`src/sqltok_pkg.sv`:
```
// Shared types, widths and character classes for the SQL token scanner.
// Depends on nothing; used by sql_lexer_token_scanner_unit.

package sqltok_pkg;

  localparam int LINE_BITS   = 20;
  localparam int COLUMN_BITS = 16;
  localparam int LENGTH_BITS = 16;

  // Token class codes carried in the result tuser.
  localparam logic [2:0] CLS_WORD     = 3'd0;
  localparam logic [2:0] CLS_NUMBER   = 3'd1;
  localparam logic [2:0] CLS_STRING   = 3'd2;
  localparam logic [2:0] CLS_COMMENT  = 3'd3;
  localparam logic [2:0] CLS_OPERATOR = 3'd4;
  localparam logic [2:0] CLS_DELIM    = 3'd5;

  // Character constants.
  localparam logic [7:0] CH_NL    = 8'h0A;
  localparam logic [7:0] CH_UNDER = 8'h5F;
  localparam logic [7:0] CH_LOW_E = 8'h65;
  localparam logic [7:0] CH_UP_E  = 8'h45;
  localparam logic [7:0] CH_STAR  = 8'h2A;
  localparam logic [7:0] CH_SLASH = 8'h2F;
  localparam logic [7:0] CH_DASH  = 8'h2D;
  localparam logic [7:0] CH_PLUS  = 8'h2B;
  localparam logic [7:0] CH_DOT   = 8'h2E;
  localparam logic [7:0] CH_SQ    = 8'h27;
  localparam logic [7:0] CH_DQ    = 8'h22;

  // One result record.
  typedef struct packed {
    logic [2:0]             cls;
    logic [LINE_BITS-1:0]   line;
    logic [COLUMN_BITS-1:0] column;
    logic [LENGTH_BITS-1:0] length;
    logic                   last;
  } tok_t;

  function automatic logic is_alpha(input logic [7:0] c);
    return (c >= 8'h41 && c <= 8'h5A) || (c >= 8'h61 && c <= 8'h7A);
  endfunction

  function automatic logic is_digit(input logic [7:0] c);
    return c >= 8'h30 && c <= 8'h39;
  endfunction

  function automatic logic is_word(input logic [7:0] c);
    return is_alpha(c) || is_digit(c) || c == CH_UNDER;
  endfunction

  function automatic logic is_space(input logic [7:0] c);
    return c == 8'h20 || (c >= 8'h09 && c <= 8'h0D);
  endfunction

  // Bytes that open a possible two-character operator.
  function automatic logic is_op_start(input logic [7:0] c);
    return c == 8'h3C || c == 8'h3E || c == 8'h21 || c == 8'h3D ||
           c == 8'h7C || c == 8'h26 || c == 8'h3A;
  endfunction

  function automatic logic is_delim(input logic [7:0] c);
    return c == 8'h28 || c == 8'h29 || c == 8'h5B || c == 8'h5D ||
           c == 8'h7B || c == 8'h7D || c == 8'h2C || c == 8'h3B;
  endfunction

  // True when held byte h and byte b form one of the two-character operators.
  function automatic logic is_pair(input logic [7:0] h, input logic [7:0] b);
    return (h == 8'h3C && (b == 8'h3D || b == 8'h3E || b == 8'h3C)) ||
           (h == 8'h3E && (b == 8'h3D || b == 8'h3E)) ||
           (h == 8'h21 && b == 8'h3D) || (h == 8'h3D && b == 8'h3D) ||
           (h == 8'h7C && b == 8'h7C) || (h == 8'h26 && b == 8'h26) ||
           (h == 8'h3A && b == 8'h3A);
  endfunction

endpackage

```
`src/sql_lexer_token_scanner_unit.sv`:
```
// SQL token scanner: byte-wide lexer with a three-entry result queue.
// A token's record is registered into the queue when the byte that closes it is taken.
// Throughput: one byte per cycle while the queue holds at most one record; a byte
// yielding two records is taken whole; queue drains one a cycle with m_tready high.
// Reset (rst, synchronous): lexer idle, line and column at one, queue empty.
// Depends on sqltok_pkg.

module sql_lexer_token_scanner_unit (
  input  logic        clk,
  input  logic        rst,
  input  logic        s_tvalid,
  output logic        s_tready,
  input  logic [7:0]  s_tdata,   // [7:0] data_byte
  input  logic        s_tlast,   // end_of_input
  output logic        m_tvalid,
  input  logic        m_tready,
  output logic [55:0] m_tdata,   // [19:0] token_line, [35:20] token_column,
                                 // [51:36] token_length, [55:52] zero
  output logic [2:0]  m_tuser,   // [2:0] token_class
  output logic        m_tlast    // last_of_run
);

  localparam int LB = sqltok_pkg::LINE_BITS;
  localparam int CB = sqltok_pkg::COLUMN_BITS;
  localparam int NB = sqltok_pkg::LENGTH_BITS;

  typedef enum logic [3:0] {
    M_IDLE, M_WORD, M_NUM, M_NUMSIGN, M_STR, M_STRQ,
    M_LCOM, M_SLASH, M_BLOCK, M_BSTAR, M_DASH, M_OPER
  } mode_t;

  function automatic logic [2:0] mode_class(input mode_t m);
    case (m)
      M_WORD:                   return sqltok_pkg::CLS_WORD;
      M_NUM, M_NUMSIGN:         return sqltok_pkg::CLS_NUMBER;
      M_STR, M_STRQ:            return sqltok_pkg::CLS_STRING;
      M_LCOM, M_BLOCK, M_BSTAR: return sqltok_pkg::CLS_COMMENT;
      default:                  return sqltok_pkg::CLS_OPERATOR;
    endcase
  endfunction

  // Lexer state.
  mode_t         mode;
  logic [LB-1:0] line_count, first_line;
  logic [CB-1:0] column_count, first_column;
  logic [NB-1:0] length_count;
  logic [7:0]    held_byte, open_quote;
  logic          seen_dot, seen_exponent;

  mode_t         mode_next;
  logic [LB-1:0] line_count_next, first_line_next;
  logic [CB-1:0] column_count_next, first_column_next;
  logic [NB-1:0] length_count_next;
  logic [7:0]    held_byte_next, open_quote_next;
  logic          seen_dot_next, seen_exponent_next;

  // Result queue, head in slot 0.
  sqltok_pkg::tok_t q [3];
  sqltok_pkg::tok_t q_next [3];
  logic [1:0]       cnt, cnt_next;

  sqltok_pkg::tok_t res [2];
  logic [1:0]       nres;

  logic [7:0] b;
  logic       eoi, acc, pop;
  logic       disp, num_path;

  assign b        = s_tdata;
  assign eoi      = s_tlast;
  assign s_tready = (cnt <= 2'd1);
  assign acc      = s_tvalid && s_tready;
  assign m_tvalid = (cnt != 2'd0);
  assign pop      = m_tvalid && m_tready;

  assign m_tdata = {4'd0, q[0].length, q[0].column, q[0].line};
  assign m_tuser = q[0].cls;
  assign m_tlast = q[0].last;

  // Per-byte mode transition and result formation.
  always_comb begin
    mode_next          = mode;
    line_count_next    = line_count;
    column_count_next  = column_count;
    first_line_next    = first_line;
    first_column_next  = first_column;
    length_count_next  = length_count;
    held_byte_next     = held_byte;
    open_quote_next    = open_quote;
    seen_dot_next      = seen_dot;
    seen_exponent_next = seen_exponent;
    disp               = 1'b0;
    num_path           = 1'b0;
    nres               = 2'd0;
    res[0]             = '0;
    res[1]             = '0;

    unique case (mode)
      M_WORD: begin
        if (sqltok_pkg::is_word(b)) begin
          if (length_count_next != '1) length_count_next = length_count_next + 1'b1;
        end else begin
          res[nres[0]] = '{sqltok_pkg::CLS_WORD, first_line_next, first_column_next,
                           length_count_next, 1'b0};
          nres      = nres + 2'd1;
          mode_next = M_IDLE;
          disp      = 1'b1;
        end
      end
      M_NUM: num_path = 1'b1;
      M_NUMSIGN: begin
        if (b == sqltok_pkg::CH_PLUS || b == sqltok_pkg::CH_DASH) begin
          if (length_count_next != '1) length_count_next = length_count_next + 1'b1;
          mode_next = M_NUM;
        end else begin
          num_path = 1'b1;
        end
      end
      M_STR: begin
        if (length_count_next != '1) length_count_next = length_count_next + 1'b1;
        if (b == open_quote) mode_next = M_STRQ;
      end
      M_STRQ: begin
        if (b == open_quote) begin
          if (length_count_next != '1) length_count_next = length_count_next + 1'b1;
          mode_next = M_STR;
        end else begin
          res[nres[0]] = '{sqltok_pkg::CLS_STRING, first_line_next, first_column_next,
                           length_count_next, 1'b0};
          nres      = nres + 2'd1;
          mode_next = M_IDLE;
          disp      = 1'b1;
        end
      end
      M_DASH: begin
        if (b == sqltok_pkg::CH_DASH) begin
          if (length_count_next != '1) length_count_next = length_count_next + 1'b1;
          mode_next = M_LCOM;
        end else begin
          res[nres[0]] = '{sqltok_pkg::CLS_OPERATOR, first_line_next, first_column_next,
                           length_count_next, 1'b0};
          nres      = nres + 2'd1;
          mode_next = M_IDLE;
          disp      = 1'b1;
        end
      end
      M_LCOM: begin
        if (length_count_next != '1) length_count_next = length_count_next + 1'b1;
        if (b == sqltok_pkg::CH_NL) begin
          res[nres[0]] = '{sqltok_pkg::CLS_COMMENT, first_line_next, first_column_next,
                           length_count_next, 1'b0};
          nres      = nres + 2'd1;
          mode_next = M_IDLE;
        end
      end
      M_SLASH: begin
        if (b == sqltok_pkg::CH_STAR) begin
          if (length_count_next != '1) length_count_next = length_count_next + 1'b1;
          mode_next = M_BLOCK;
        end else begin
          res[nres[0]] = '{sqltok_pkg::CLS_OPERATOR, first_line_next, first_column_next,
                           length_count_next, 1'b0};
          nres      = nres + 2'd1;
          mode_next = M_IDLE;
          disp      = 1'b1;
        end
      end
      M_BLOCK: begin
        if (length_count_next != '1) length_count_next = length_count_next + 1'b1;
        if (b == sqltok_pkg::CH_STAR) mode_next = M_BSTAR;
      end
      M_BSTAR: begin
        if (length_count_next != '1) length_count_next = length_count_next + 1'b1;
        if (b == sqltok_pkg::CH_SLASH) begin
          res[nres[0]] = '{sqltok_pkg::CLS_COMMENT, first_line_next, first_column_next,
                           length_count_next, 1'b0};
          nres      = nres + 2'd1;
          mode_next = M_IDLE;
        end else if (b != sqltok_pkg::CH_STAR) begin
          mode_next = M_BLOCK;
        end
      end
      M_OPER: begin
        // A pair closes the operator with this byte; otherwise it stands alone.
        if (sqltok_pkg::is_pair(held_byte, b)) begin
          if (length_count_next != '1) length_count_next = length_count_next + 1'b1;
        end else begin
          disp = 1'b1;
        end
        res[nres[0]] = '{sqltok_pkg::CLS_OPERATOR, first_line_next, first_column_next,
                         length_count_next, 1'b0};
        nres      = nres + 2'd1;
        mode_next = M_IDLE;
      end
      default: begin
        mode_next = M_IDLE;
        disp      = 1'b1;
      end
    endcase

    // Number continuation: digits, one dot before any exponent, one exponent.
    if (num_path) begin
      mode_next = M_NUM;
      if (sqltok_pkg::is_digit(b)) begin
        if (length_count_next != '1) length_count_next = length_count_next + 1'b1;
      end else if (b == sqltok_pkg::CH_DOT && !seen_dot && !seen_exponent) begin
        seen_dot_next = 1'b1;
        if (length_count_next != '1) length_count_next = length_count_next + 1'b1;
      end else if ((b == sqltok_pkg::CH_LOW_E || b == sqltok_pkg::CH_UP_E) &&
                   !seen_exponent) begin
        seen_exponent_next = 1'b1;
        if (length_count_next != '1) length_count_next = length_count_next + 1'b1;
        mode_next = M_NUMSIGN;
      end else begin
        res[nres[0]] = '{sqltok_pkg::CLS_NUMBER, first_line_next, first_column_next,
                         length_count_next, 1'b0};
        nres      = nres + 2'd1;
        mode_next = M_IDLE;
        disp      = 1'b1;
      end
    end

    // Start of a new token, or a one-byte token, in idle mode or on a byte that ends one.
    if (disp && !sqltok_pkg::is_space(b)) begin
      if (sqltok_pkg::is_delim(b) || !(sqltok_pkg::is_alpha(b) ||
          b == sqltok_pkg::CH_UNDER || sqltok_pkg::is_digit(b) ||
          b == sqltok_pkg::CH_SQ || b == sqltok_pkg::CH_DQ ||
          b == sqltok_pkg::CH_DASH || b == sqltok_pkg::CH_SLASH ||
          sqltok_pkg::is_op_start(b))) begin
        res[nres[0]] = '{sqltok_pkg::is_delim(b) ? sqltok_pkg::CLS_DELIM
                                                 : sqltok_pkg::CLS_OPERATOR,
                         line_count, column_count, NB'(1), 1'b0};
        nres = nres + 2'd1;
      end else begin
        first_line_next   = line_count;
        first_column_next = column_count;
        length_count_next = NB'(1);
        if (sqltok_pkg::is_alpha(b) || b == sqltok_pkg::CH_UNDER) begin
          mode_next = M_WORD;
        end else if (sqltok_pkg::is_digit(b)) begin
          mode_next          = M_NUM;
          seen_dot_next      = 1'b0;
          seen_exponent_next = 1'b0;
        end else if (b == sqltok_pkg::CH_SQ || b == sqltok_pkg::CH_DQ) begin
          mode_next       = M_STR;
          open_quote_next = b;
        end else if (b == sqltok_pkg::CH_DASH) begin
          mode_next      = M_DASH;
          held_byte_next = b;
        end else if (b == sqltok_pkg::CH_SLASH) begin
          mode_next      = M_SLASH;
          held_byte_next = b;
        end else begin
          mode_next      = M_OPER;
          held_byte_next = b;
        end
      end
    end

    // Position counters follow every byte and saturate.
    if (b == sqltok_pkg::CH_NL) begin
      if (line_count != '1) line_count_next = line_count + 1'b1;
      column_count_next = CB'(1);
    end else if (column_count != '1) begin
      column_count_next = column_count + 1'b1;
    end

    // End of input flushes any open token and returns the lexer to the reset state.
    if (eoi) begin
      if (mode_next != M_IDLE) begin
        res[nres[0]] = '{mode_class(mode_next), first_line_next, first_column_next,
                         length_count_next, 1'b0};
        nres = nres + 2'd1;
      end
      mode_next          = M_IDLE;
      line_count_next    = LB'(1);
      column_count_next  = CB'(1);
      first_line_next    = LB'(1);
      first_column_next  = CB'(1);
      length_count_next  = '0;
      held_byte_next     = '0;
      open_quote_next    = '0;
      seen_dot_next      = 1'b0;
      seen_exponent_next = 1'b0;
    end

    // Mark the final record of this byte.
    if (nres == 2'd1) res[0].last = 1'b1;
    if (nres == 2'd2) res[1].last = 1'b1;
  end

  // Queue update: shift out the head on a pop, then append this byte's records.
  logic [1:0] base;
  always_comb begin
    base = cnt - {1'b0, pop};
    for (int i = 0; i < 3; i++) q_next[i] = q[i];
    if (pop) begin
      q_next[0] = q[1];
      q_next[1] = q[2];
    end
    for (int i = 0; i < 3; i++) begin
      if (acc && nres != 2'd0 && base == 2'(i)) q_next[i] = res[0];
      if (acc && nres == 2'd2 && base + 2'd1 == 2'(i)) q_next[i] = res[1];
    end
    cnt_next = base + (acc ? nres : 2'd0);
  end

  always_ff @(posedge clk) begin
    if (rst) begin
      mode          <= M_IDLE;
      line_count    <= LB'(1);
      column_count  <= CB'(1);
      first_line    <= LB'(1);
      first_column  <= CB'(1);
      length_count  <= '0;
      held_byte     <= '0;
      open_quote    <= '0;
      seen_dot      <= 1'b0;
      seen_exponent <= 1'b0;
      cnt           <= 2'd0;
    end else begin
      if (acc) begin
        mode          <= mode_next;
        line_count    <= line_count_next;
        column_count  <= column_count_next;
        first_line    <= first_line_next;
        first_column  <= first_column_next;
        length_count  <= length_count_next;
        held_byte     <= held_byte_next;
        open_quote    <= open_quote_next;
        seen_dot      <= seen_dot_next;
        seen_exponent <= seen_exponent_next;
      end
      cnt <= cnt_next;
    end
  end

  // Queue payload needs no reset.
  always_ff @(posedge clk) begin
    for (int i = 0; i < 3; i++) q[i] <= q_next[i];
  end

  // The input is never ready while the queue holds three records.
  assert property (@(posedge clk) disable iff (rst) cnt != 2'd3 || !s_tready)
    else $error("queue full but input ready");

  // After the last byte of a stream the lexer is back at line one, idle.
  assert property (@(posedge clk) disable iff (rst)
    (acc && eoi) |=> (mode == M_IDLE && line_count == LB'(1) && column_count == CB'(1)))
    else $error("state not cleared after end of input");

  // Every delivered record has a nonzero length and a line of at least one.
  assert property (@(posedge clk) disable iff (rst)
    m_tvalid |-> (q[0].length != '0 && q[0].line != '0))
    else $error("record with zero length or line");

  // A byte never yields more than two records.
  assert property (@(posedge clk) disable iff (rst) acc |-> nres != 2'd3)
    else $error("more than two records from one byte");

endmodule
```
`config.mk`:
```
export PLATFORM = sky130hd
export DESIGN_NAME = sql_lexer_token_scanner_unit
export DESIGN_NICKNAME = d
export VERILOG_FILES = /design/src/sqltok_pkg.sv /design/src/sql_lexer_token_scanner_unit.sv
export SDC_FILE = /design/constraint.sdc
export NUM_CORES = 1
export LEC_CHECK = 0
export BUFFER_PORTS_ARGS = -buffer_cell sky130_fd_sc_hd__buf_2
export CORE_ASPECT_RATIO = 0.9
export CORE_MARGIN = 2
export CORE_UTILIZATION = 40
export DETAILED_ROUTE_END_ITERATION = 10
export HOLD_SLACK_MARGIN = 0.05
export SLEW_MARGIN = 20
export SYNTH_ARGS = -nofsm -noshare
export SYNTH_HDL_FRONTEND = slang
export SYNTH_SLANG_ARGS = --single-unit
```
`constraint.sdc`:
```
create_clock -name clk -period 17 [get_ports clk]
set_input_delay 0.85 -clock clk [delete_from_list [all_inputs] [get_ports clk]]
set_output_delay 0.85 -clock clk [all_outputs]
set_load 0.01 [all_outputs]
```
==> results of run 1 <==
==> cell families after synthesis <==
group                    share of synthesized area (%)
AO/OA/AOI/OAI                                     22.5
multiplexers                                      4.45
flip-flops                                        43.1
AND/OR/NAND/NOR                                   19.5
buffers and inverters                             7.01
other                                           0.0222
XOR/XNOR                                          2.89
adder cells (fa/ha/maj)                          0.591
==> synth_stat cells (28+ instances only) <==
cell type,instances
xnor2_1,28
nor2_1,166
o22ai_1,88
dfxtp_1,112
a22oi_1,139
clkbuf_1,94
nand4_1,31
edfxtp_1,168
nand3_1,33
nor3_1,38
and2_1,97
a21oi_1,62
buf_2,38
mux2i_1,64
o21ai_0,148
nand2_1,126
buf_4,68
==> power groups by stage <==
stage               Sequential, uW  Combinational (uW)  Clock, uW
floorplan                     1000                 506          0
global placement              1030                 605          0
detailed placement            1030                 616          0
CTS                           1020                 617        689
global route                  1040                 683        713
finish                        1020                 618        674
==> layer usage <==
layer | track usage [%] | vias up
met5 | 0 | -
met4 | 5.62 | 0
met3 | 3.69 | 67
met2 | 33.4 | 525
met1 | 32.0 | 6946
li1 | - | 6770
==> registers in the layout, summed over array words and instances, names as in the netlist <==
| name | flops |
|---|---|
| q | 168 |
| first_line | 20 |
| line_count | 20 |
| column_count | 16 |
| first_column | 16 |
| length_count | 16 |
| held_byte | 8 |
| open_quote | 8 |
| mode | 4 |
| cnt | 2 |
| seen_dot | 1 |
| seen_exponent | 1 |
==> worst reg2reg max path: cells and delay by family (launching register included) <==
family | cells | cell delay (ns)
buffers and inverters | 1 | 0.11
flip-flops | 1 | 0.71
AO/OA/AOI/OAI | 2 | 0.48
multiplexers | 1 | 0.38
adder cells (fa/ha/maj) | 2 | 0.56
AND/OR/NAND/NOR | 7 | 3.51
==> layout make-up <==
class / instances / area, sq um / area share, %
clock buffers: 46 / 892 / 4.93
inverters: 18 / 67.6 / 0.373
multi-input cells: 1346 / 8530 / 47.1
flip-flops and latches: 280 / 7290 / 40.3
clock inverters: 12 / 129 / 0.712
diodes: 1 / 2.50 / 0.0138
well taps: 547 / 684 / 3.78
repair buffers: 90 / 500 / 2.77
==> per-stage QoR <==
stage / utilization, % / setup slack, ns / instance area (sq um)
floorplan: - / 10.08 / 16900
global placement: 40.9 / 10.37 / 17100
detailed placement: 40.9 / 10.21 / 17100
CTS: 43.3 / 10.71 / 18100
global route: 43.3 / 10.21 / 18100
finish: 43.3 / 10.68 / 18100
==> worst max-delay path by stage <==
stage | startpoint | endpoint | slack [ns] | cells after the start
global placement | s_tdata[2] | q[0][39] | 10.37 | 14
finish | mode[2] | q[0][34] | 10.68 | 13
global route | mode[0] | q[0][25] | 10.21 | 13
detailed placement | s_tdata[1] | q[0][40] | 10.21 | 14
floorplan | s_tdata[7] | q[0][112] | 10.08 | 17
CTS | mode[2] | q[0][25] | 10.71 | 13
==> results.md, run 1 <==
* DRC viols at 0
* Max VDD drop at 0.0000963 V
* Clk_lat worst skew at around 0.59 ns
* First-pass GRT wire length at between 70,000 and 80,000 microns
* Top cells by area, synth: edfxtp_1 30%, dfxtp_1 13%, a22oi_1 6.2%, o21ai_0 4.4%, mux2i_1 3.8%
* Synth cell types at 97
* Synth top area share at ~30%
* Sw Share at about a third
* Clock Power Share at 29.1%
* Initial antenna violation count at 1
* Clock Pin Slew Worst Setup and Hold Paths at about 0.060 ns
* CTS root buffer: clkbuf_16
* Hold Path End: open_quote[6]
* Crit share post-route at a little under two fifths
* Static Leak at 0.00620 uW
* Worst r2r src: mode[2]
* DRT iter0 DRCs at about 1,200
* Top-Level Pins at 75
* Sequential Power Share at around 44%
* Initial core utilization at a little over 40%
* Critical Path Fanout Max at about 100
* Gp weighted congestion at around 0.92
* Final Hold Vio Count at 0
* WL met1 at about 23,000 microns
* Total chip power at between 2000 and 2500 uW
* RSZ-0062 raised after global routing: no
* Overall routing resource usage at a little over a fifth
* CORE AREA at ~0.042 sq mm
* Min-Delay Path Class: reg -> reg
* Non-filler cells, final at about 2,300
* Layout cells sized above 1 at 10.9%
* Top Layer Used: met4
* Area grow syn2layout at 6.88%
* Mapped Cells at 1,848
* Routed WL at 49,300 microns
* WP buf/inv at 1
* Critical path capture point type: register
* Routed wl met2 at approximately 21,000 microns
* Setup slack, reg-to-reg at about 11 ns
* Most common cell after layout, fill and taps aside: edfxtp_1
* Hold path cells at 1
* Vias at ~14,000
* Family with the most delay on the worst path: simple AND/OR/NAND/NOR gates
* Largest net degree at the start of global routing at around 100
* Worst setup SP type: register
* Skew final at 0.0214 ns
* Worst R2R Path Depth at 13
* H-tree depth at 1
* CTS tree: yes
* Row count at 71
* Maxcap violations at 0
* Syn Std Cell Area at between 0.015 and 0.02 sq mm
* R2r endpoint: q[0][34]
* Final #Nets at around 1,800
* Max Root-Sink Buffers at 3
* NetSw at approximately 750 uW
* FMAX at approximately 160 MHz
* # clock sinks at 280
* Setup violators final at 0
* Post-route ant nets at 0
* Most frequent cells in the layout: 168 x edfxtp_1, 165 x nor2_1, 148 x o21ai_0, 139 x a22oi_1, 122 x nand2_1
* Vias in the first global route at about 13,000
* Total die area at roughly 0.044 sq mm
* CTS Hold Bufs at 0
* Ys flop type: edfxtp_1
* Setup bufs post-CTS at 0
* Pin slew with the least headroom to its limit at 1.06 ns
* Logic pwr share at a little over a quarter
* # placed instances at about 2,300
* Gates resized, CTS repair at 0
* Setup_tns at 0 ns
* WL/cell at between 20 and 25 microns
* Worst path most repeated cell: ha_1
* Yosys reg bits at 280
* PortBufs at 70
* YS warnings at 0
* P_int at 1560 uW
* Post-synth top area cell: edfxtp_1
* DR WL met3 at roughly 3700 microns
* P per Cell Area at between 100 and 150 mW/mm^2
* Fin Hold WS at a little under 0.5 ns
* # fillers at 4,073
* Slowest-stage cell, CP: nand3_4
* Post-synthesis sequential area ratio at between 40% and 50%
* Status: completed
* Synth Area per Inst at between 9 and 10 sq um
* Async SR Flop Fraction at 0%
* CP Cell Sequence: or4bb_1, nor4_1, a211oi_1, nand4_1, ha_1, a21oi_1, inv_2, ha_1, or3_1, and4_4, mux2_2, nand2_4, nand3_4
* Drt pass-1 iters at 5
* HPWL after DPL at between 30,000 and 40,000 microns
* TritonCTS Buffers at 31
* Pins over their slew limit at 0
* DIE WIDTH at approximately 220 microns
* Crit path largest cell delay at ~0.96 ns
* Critical path class: reg -> reg
* Hold Startpoint: open_quote[6]
* Period minus WS final at about 6.3 ns
* Post-synth EDFFs at 168
* Max transition margin at 29.4%
* Grt ovf at 0
* WP data arrival at 6.35 ns
* Routed vias/inst at 6.11
* Die Height at about 200 microns
* Crit path required time at between 15 and 20 ns
Note: power is estimated with default switching activity, not from simulation.
==> run 2: changes to the inputs <==
==> constraint.sdc (replaced) <==
create_clock -name clk -period 5.5 [get_ports clk]
set_input_delay 0.275 -clock clk [delete_from_list [all_inputs] [get_ports clk]]
set_output_delay 0.275 -clock clk [all_outputs]
set_load 0.01 [all_outputs]
==> run 2 against run 1 <==
Routed wire length rose by 4.0%. Sequential share of layout area fell by 1.2 points. Non-clock buffer count rose by 36. Clock-buffer cell count rose by 1. Power rose to 3.3 times the previous value. Die area did not move. Critical endpoint is now q[0][82].
==> results.md, run 2 (same netlist as run 1, synthesis figures left out) <==
* Post-route ant nets at 0
* Skew final at ~0.02 ns
* Initial core utilization at between 40% and 50%
* Slowest-stage cell, CP: or4bb_1
* Reg with most FFs: q
* H-tree depth at 2
* P per Cell Area at about 400 mW/mm^2
* Top Registers: q x168, first_line x20, line_count x20
* Final #Nets at 1,827
* Sequential cell area at 0.00729 sq mm
* Pins over their slew limit at 0
* Clk_lat worst skew at approximately 0.55 ns
* Total die area at about 0.044 sq mm
* DIE WIDTH at 221 microns
* WP buf/inv at 2
* TritonCTS Buffers at 34
* Max VDD drop at 0.000254 V
* Max Root-Sink Buffers at 3
* Setup violators final at 0
* Vias at approximately 15,000
* FMAX at 197 MHz
* Critical Path Fanout Max at 36
* Largest net degree at the start of global routing at between 70 and 80
* Maxcap violations at 0
* CP Cell Sequence: or4bb_1, nor4_2, a211oi_1, nand4_1, ha_1, a21oi_1, inv_2, ha_1, or3_1, and4_4, mux2_2, and2_4, nor2_1, nand2_2, buf_12
* Routed vias/inst at about 6.2
* CTS tree: yes
* Die Height at about 200 microns
* Most frequent cells in the layout: 168 x edfxtp_1, 165 x nor2_1, 148 x o21ai_0, 139 x a22oi_1, 122 x nand2_1
* Fin area at roughly 0.019 sq mm
* Layout cells sized above 1 at between 10% and 20%
* WL/cell at approximately 22 microns
* Setup bufs post-CTS at 0
* Final Hold Vio Count at 0
* Clock Pin Slew Worst Setup and Hold Paths at ~0.060 ns
* Crit path largest cell delay at 0.57 ns
* Max reg flops at 168
* Drt pass-1 iters at 6
* WP data arrival at ~5.3 ns
* Routed WL at roughly 50,000 microns
* CTS Hold Bufs at 0
* Worst setup SP type: register
* First-pass GRT wire length at 80,200 microns
* Top-Level Pins at 75
* Family with the most delay on the worst path: simple AND/OR/NAND/NOR gates
* RSZ-0062 raised after global routing: no
* Row count at between 70 and 80
* Status: completed
* CORE AREA at about 0.042 sq mm
* # diodes at 0
* Placed instance area at 0.0175 sq mm
* CTS root buffer: clkbuf_16
* Pin slew with the least headroom to its limit at 1.06 ns
* Critical path class: reg -> reg
* Initial antenna violation count at 0
* Max transition margin at around 29%
* Setup_tns at 0 ns
* PortBufs at 70
* Grt ovf at 0
* Gp weighted congestion at about 0.89
* Critical path capture point type: register
* Area grow syn2layout at 10.2%
* DRT iter0 DRCs at about 1,600
* Period minus WS final at 5.07 ns
* Static Leak at 0.00650 uW
* Area of the multi-input gates at ~0.0085 sq mm
* Worst path most repeated cell: ha_1
* Crit path required time at 5.74 ns
* Vias in the first global route at 13,747
* Min-Delay Path Class: in -> reg
* Crit share post-route at between 90 and 100%
* DRC viols at 0
* # clock sinks at between 200 and 300
* Most common cell after layout, fill and taps aside: edfxtp_1
* HPWL after DPL at between 30,000 and 40,000 microns
* # fillers at 4,050
* Overall routing resource usage at between 20% and 30%
-- run 2: cell count changes in the layout (fill, tap and decap cells not counted), sizes merged --
cell | before | now
buf | 90 | 126
bufinv | 2 | 5
clkbuf | 46 | 47
diode | 1 | 0
inv | 20 | 19
-- run 2: through the flow --
| step | util (%) | setup slack, ns | cells | hold slack, ns | total power [uW] |
|---|---|---|---|---|---|
| after floorplan | - | 0.101 | 1851 | 0.452 | 4660 |
| after global placement | 41.9 | 0.430 | 2317 | 0.473 | 5200 |
| after detailed placement | 41.9 | 0.375 | 2317 | 0.477 | 5230 |
| after CTS | 44.7 | 0.311 | 2378 | 0.126 | 7590 |
| after global routing | 44.7 | 0.102 | 2378 | 0.170 | 7900 |
| final | 44.7 | 0.427 | 2378 | 0.154 | 7540 |
-- run 2: routing by layer --
metal / vias up / GRT usage (%) / share of wire (%)
met3: 89 / 3.65 / 7.0
met4: 0 / 6.51 / 2.3
li1: 6849 / - / -
met2: 576 / 35.5 / 44
met1: 7122 / 32.8 / 46
met5: - / 0 / 0
-- run 2: final timing paths --
kind,from,to,slack (ns),cells past startpoint
setup / recovery,mode[0],q[0][82],0.43,15
hold / removal,s_tdata[6],held_byte[6],0.15,3
setup reg to reg,mode[0],q[0][82],0.43,15
hold reg to reg,open_quote[7],open_quote[7],0.48,1
-- run 2: layout make-up --
| cell class | count | area share, % |
|---|---|---|
| clock buffer | 47 | 5.04 |
| tap | 547 | 3.67 |
| clock inverter | 14 | 1.11 |
| inverter | 18 | 0.362 |
| timing repair buffer | 126 | 5.00 |
| multi-input combinational | 1346 | 45.7 |
| sequential | 280 | 39.1 |
-- run 2: power by group --
group / switching [uW] / internal [uW]
Sequential: 180 / 2950
Clock: 902 / 1440
Combinational: 1330 / 748
Total: 2410 / 5130
-- run 2: repair_timing --
item	in CTS	in global routing
setup endpoints to repair	0	54
resized for setup	0	1
hold endpoints to repair	0	0
-- run 2: worst min-delay path, stage by stage --
cell     delay, ns
buf_2         0.20
a22oi_1       0.09
nor2_1        0.08
==> run 3: changes to the inputs <==
--- a/config.mk
+++ b/config.mk
@@ -6,7 +6,6 @@
 export NUM_CORES = 1
 export LEC_CHECK = 0
 export BUFFER_PORTS_ARGS = -buffer_cell sky130_fd_sc_hd__buf_2
-export CORE_ASPECT_RATIO = 0.9
 export CORE_MARGIN = 2
 export CORE_UTILIZATION = 40
 export DETAILED_ROUTE_END_ITERATION = 10
==> run 3 against run 2 <==
Maximum frequency down 4.7%. Core utilization fell by 0.15 points. Flip-flop and latch count unchanged. Cell area about the same. Critical path type unchanged. Setup slack worse by 0.25 ns. Die area barely moved.
==> results.md, run 3 (same netlist as run 1, synthesis figures left out) <==
* H-tree depth at 2
* Maxcap violations at 0
* Layout cells sized above 1 at about an eighth
* Drt pass-1 iters at 5
* Status: completed
* Min-Delay Path Class: in -> reg
* CTS Hold Bufs at 0
* Clk_lat worst skew at 0.56 ns
* Setup ws final at between 0.15 and 0.2 ns
* Die Height at roughly 210 microns
* HPWL after DPL at around 33,000 microns
* Crit path required time at approximately 5.8 ns
* Top Registers: q x168, first_line x20, line_count x20
* Total die area at between 0.04 and 0.05 sq mm
* Clock Pin Slew Worst Setup and Hold Paths at ~0.060 ns
* Crit path largest cell delay at around 0.55 ns
* TritonCTS Buffers at 34
* CP Cell Sequence: or4bb_1, nor4_1, a211oi_1, nand4_1, ha_1, a21oi_1, inv_2, ha_1, or3_1, and4_4, mux2_2, and2_4, nor2_1, nand2_2, buf_4
* Overall routing resource usage at approximately 22%
* # diodes at 0
* Setup bufs post-CTS at 0
* CORE AREA at between 0.04 and 0.05 sq mm
* Worst path most repeated cell: ha_1
* Gp weighted congestion at roughly 0.91
* WP data arrival at roughly 5.6 ns
* Critical path class: reg -> reg
* WL/cell at between 20 and 25 microns
* Crit share post-route at 96.7%
* Routed WL at approximately 49,000 microns
* Worst setup slack after placement at about 0.31 ns
* Static Leak at 0.00651 uW
* Critical path capture point type: register
* DRT iter0 DRCs at 1,572
* Placed instance area at about 0.017 sq mm
* FMAX at 188 MHz
* CTS root buffer: clkbuf_16
* Critical Path Fanout Max at 23
* Fin Hold WS at approximately 0.12 ns
* DIE WIDTH at around 210 microns
* Max Root-Sink Buffers at 3
* Initial antenna violation count at 0
* Area grow syn2layout at 10.1%
* DRC viols at 0
* Most frequent cells in the layout: 168 x edfxtp_1, 165 x nor2_1, 148 x o21ai_0, 139 x a22oi_1, 122 x nand2_1
* PortBufs at 70
* # fillers at around 4,000
* Top-Level Pins at 75
* Final #Nets at 1,830
* P per Cell Area at about 400 mW/mm^2
* Setup_tns at 0 ns
* Fin area at around 0.019 sq mm
* Gates resized, CTS repair at 0
* Row count at 75
* Slowest-stage cell, CP: dfxtp_1
* Sequential cell area at between 0.007 and 0.008 sq mm
* CTS tree: yes
* Grt ovf at 0
* Final Hold Vio Count at 0
* Max transition margin at between 20 and 30%
* Vias in the first global route at between 10,000 and 15,000
* Total chip power at 7470 uW
* Area of the multi-input gates at 0.00853 sq mm
* Max VDD drop at around 0.00021 V
* Most common cell after layout, fill and taps aside: edfxtp_1
* Routed vias/inst at 6.10
* Worst setup SP type: register
* First-pass GRT wire length at just under 80,000 microns
* # clock sinks at 280
* Skew final at between 0.02 and 0.025 ns
* Pins over their slew limit at 0
* Family with the most delay on the worst path: simple AND/OR/NAND/NOR gates
* Reg with most FFs: q
* Pin slew with the least headroom to its limit at about 1.1 ns
* Initial core utilization at 40.4%
* WP buf/inv at 2
* Max reg flops at 168
* RSZ-0062 raised after global routing: no
* Period minus WS final at between 5 and 6 ns
* Vias at ~14,000
* Largest net degree at the start of global routing at 91
* Post-route ant nets at 0
* Setup violators final at 0
## run 3: cell count changes in the layout (fill, tap and decap cells not counted), sizes merged
cell,before,now
buf,126,129
clkbuf,47,45
inv,19,21
## run 3: layer usage
metal	share of wire (%)	up-vias	track usage, %	wire (microns)
met2	45	508	34.7	22000
li1	-	6859	-	-
met4	2.5	0	6.92	1240
met5	0	-	0	0
met1	45	7035	30.8	22000
met3	7.2	70	3.97	3500
## run 3: final timing paths
| kind | from | end | slack [ns] | cells past startpoint |
|---|---|---|---|---|
| hold reg to reg | open_quote[7] | open_quote[7] | 0.49 | 1 |
| setup / recovery | mode[1] | q[0][84] | 0.18 | 15 |
| setup reg to reg | mode[1] | q[0][84] | 0.18 | 15 |
| hold / removal | s_tdata[6] | held_byte[6] | 0.12 | 3 |
## run 3: cell type report
| class | instances | area share (%) |
|---|---|---|
| inverter | 18 | 0.363 |
| clock inverter | 16 | 1.36 |
| multi-input combinational | 1346 | 45.8 |
| clock buffer | 45 | 4.84 |
| tap | 539 | 3.62 |
| sequential | 280 | 39.1 |
| timing repair buffer | 129 | 4.93 |
## run 3: where the power goes
group / internal, uW / total (uW) / switching (uW)
registers: 2950 / 3110 / 160
logic: 727 / 2010 / 1280
clock network: 1410 / 2360 / 945
total: 5090 / 7470 / 2390
## run 3: stage by stage
stage	std cells	utilization, %
2_1_floorplan	1851	-
3_3_place_gp	2312	41.8
3_5_place_dp	2312	41.8
4_1_cts	2373	44.5
5_1_grt	2373	44.5
6_report	2373	44.5
## run 3: worst register-to-register path, stage by stage (launching register included)
cell and delay [ns]:
dfxtp_1 0.55, or4bb_1 0.55, nor4_1 0.45, a211oi_1 0.17
nand4_1 0.16, ha_1 0.24, a21oi_1 0.31, inv_2 0.11
ha_1 0.32, or3_1 0.44, and4_4 0.24, mux2_2 0.37
and2_4 0.23, nor2_1 0.41, nand2_2 0.15, buf_4 0.28
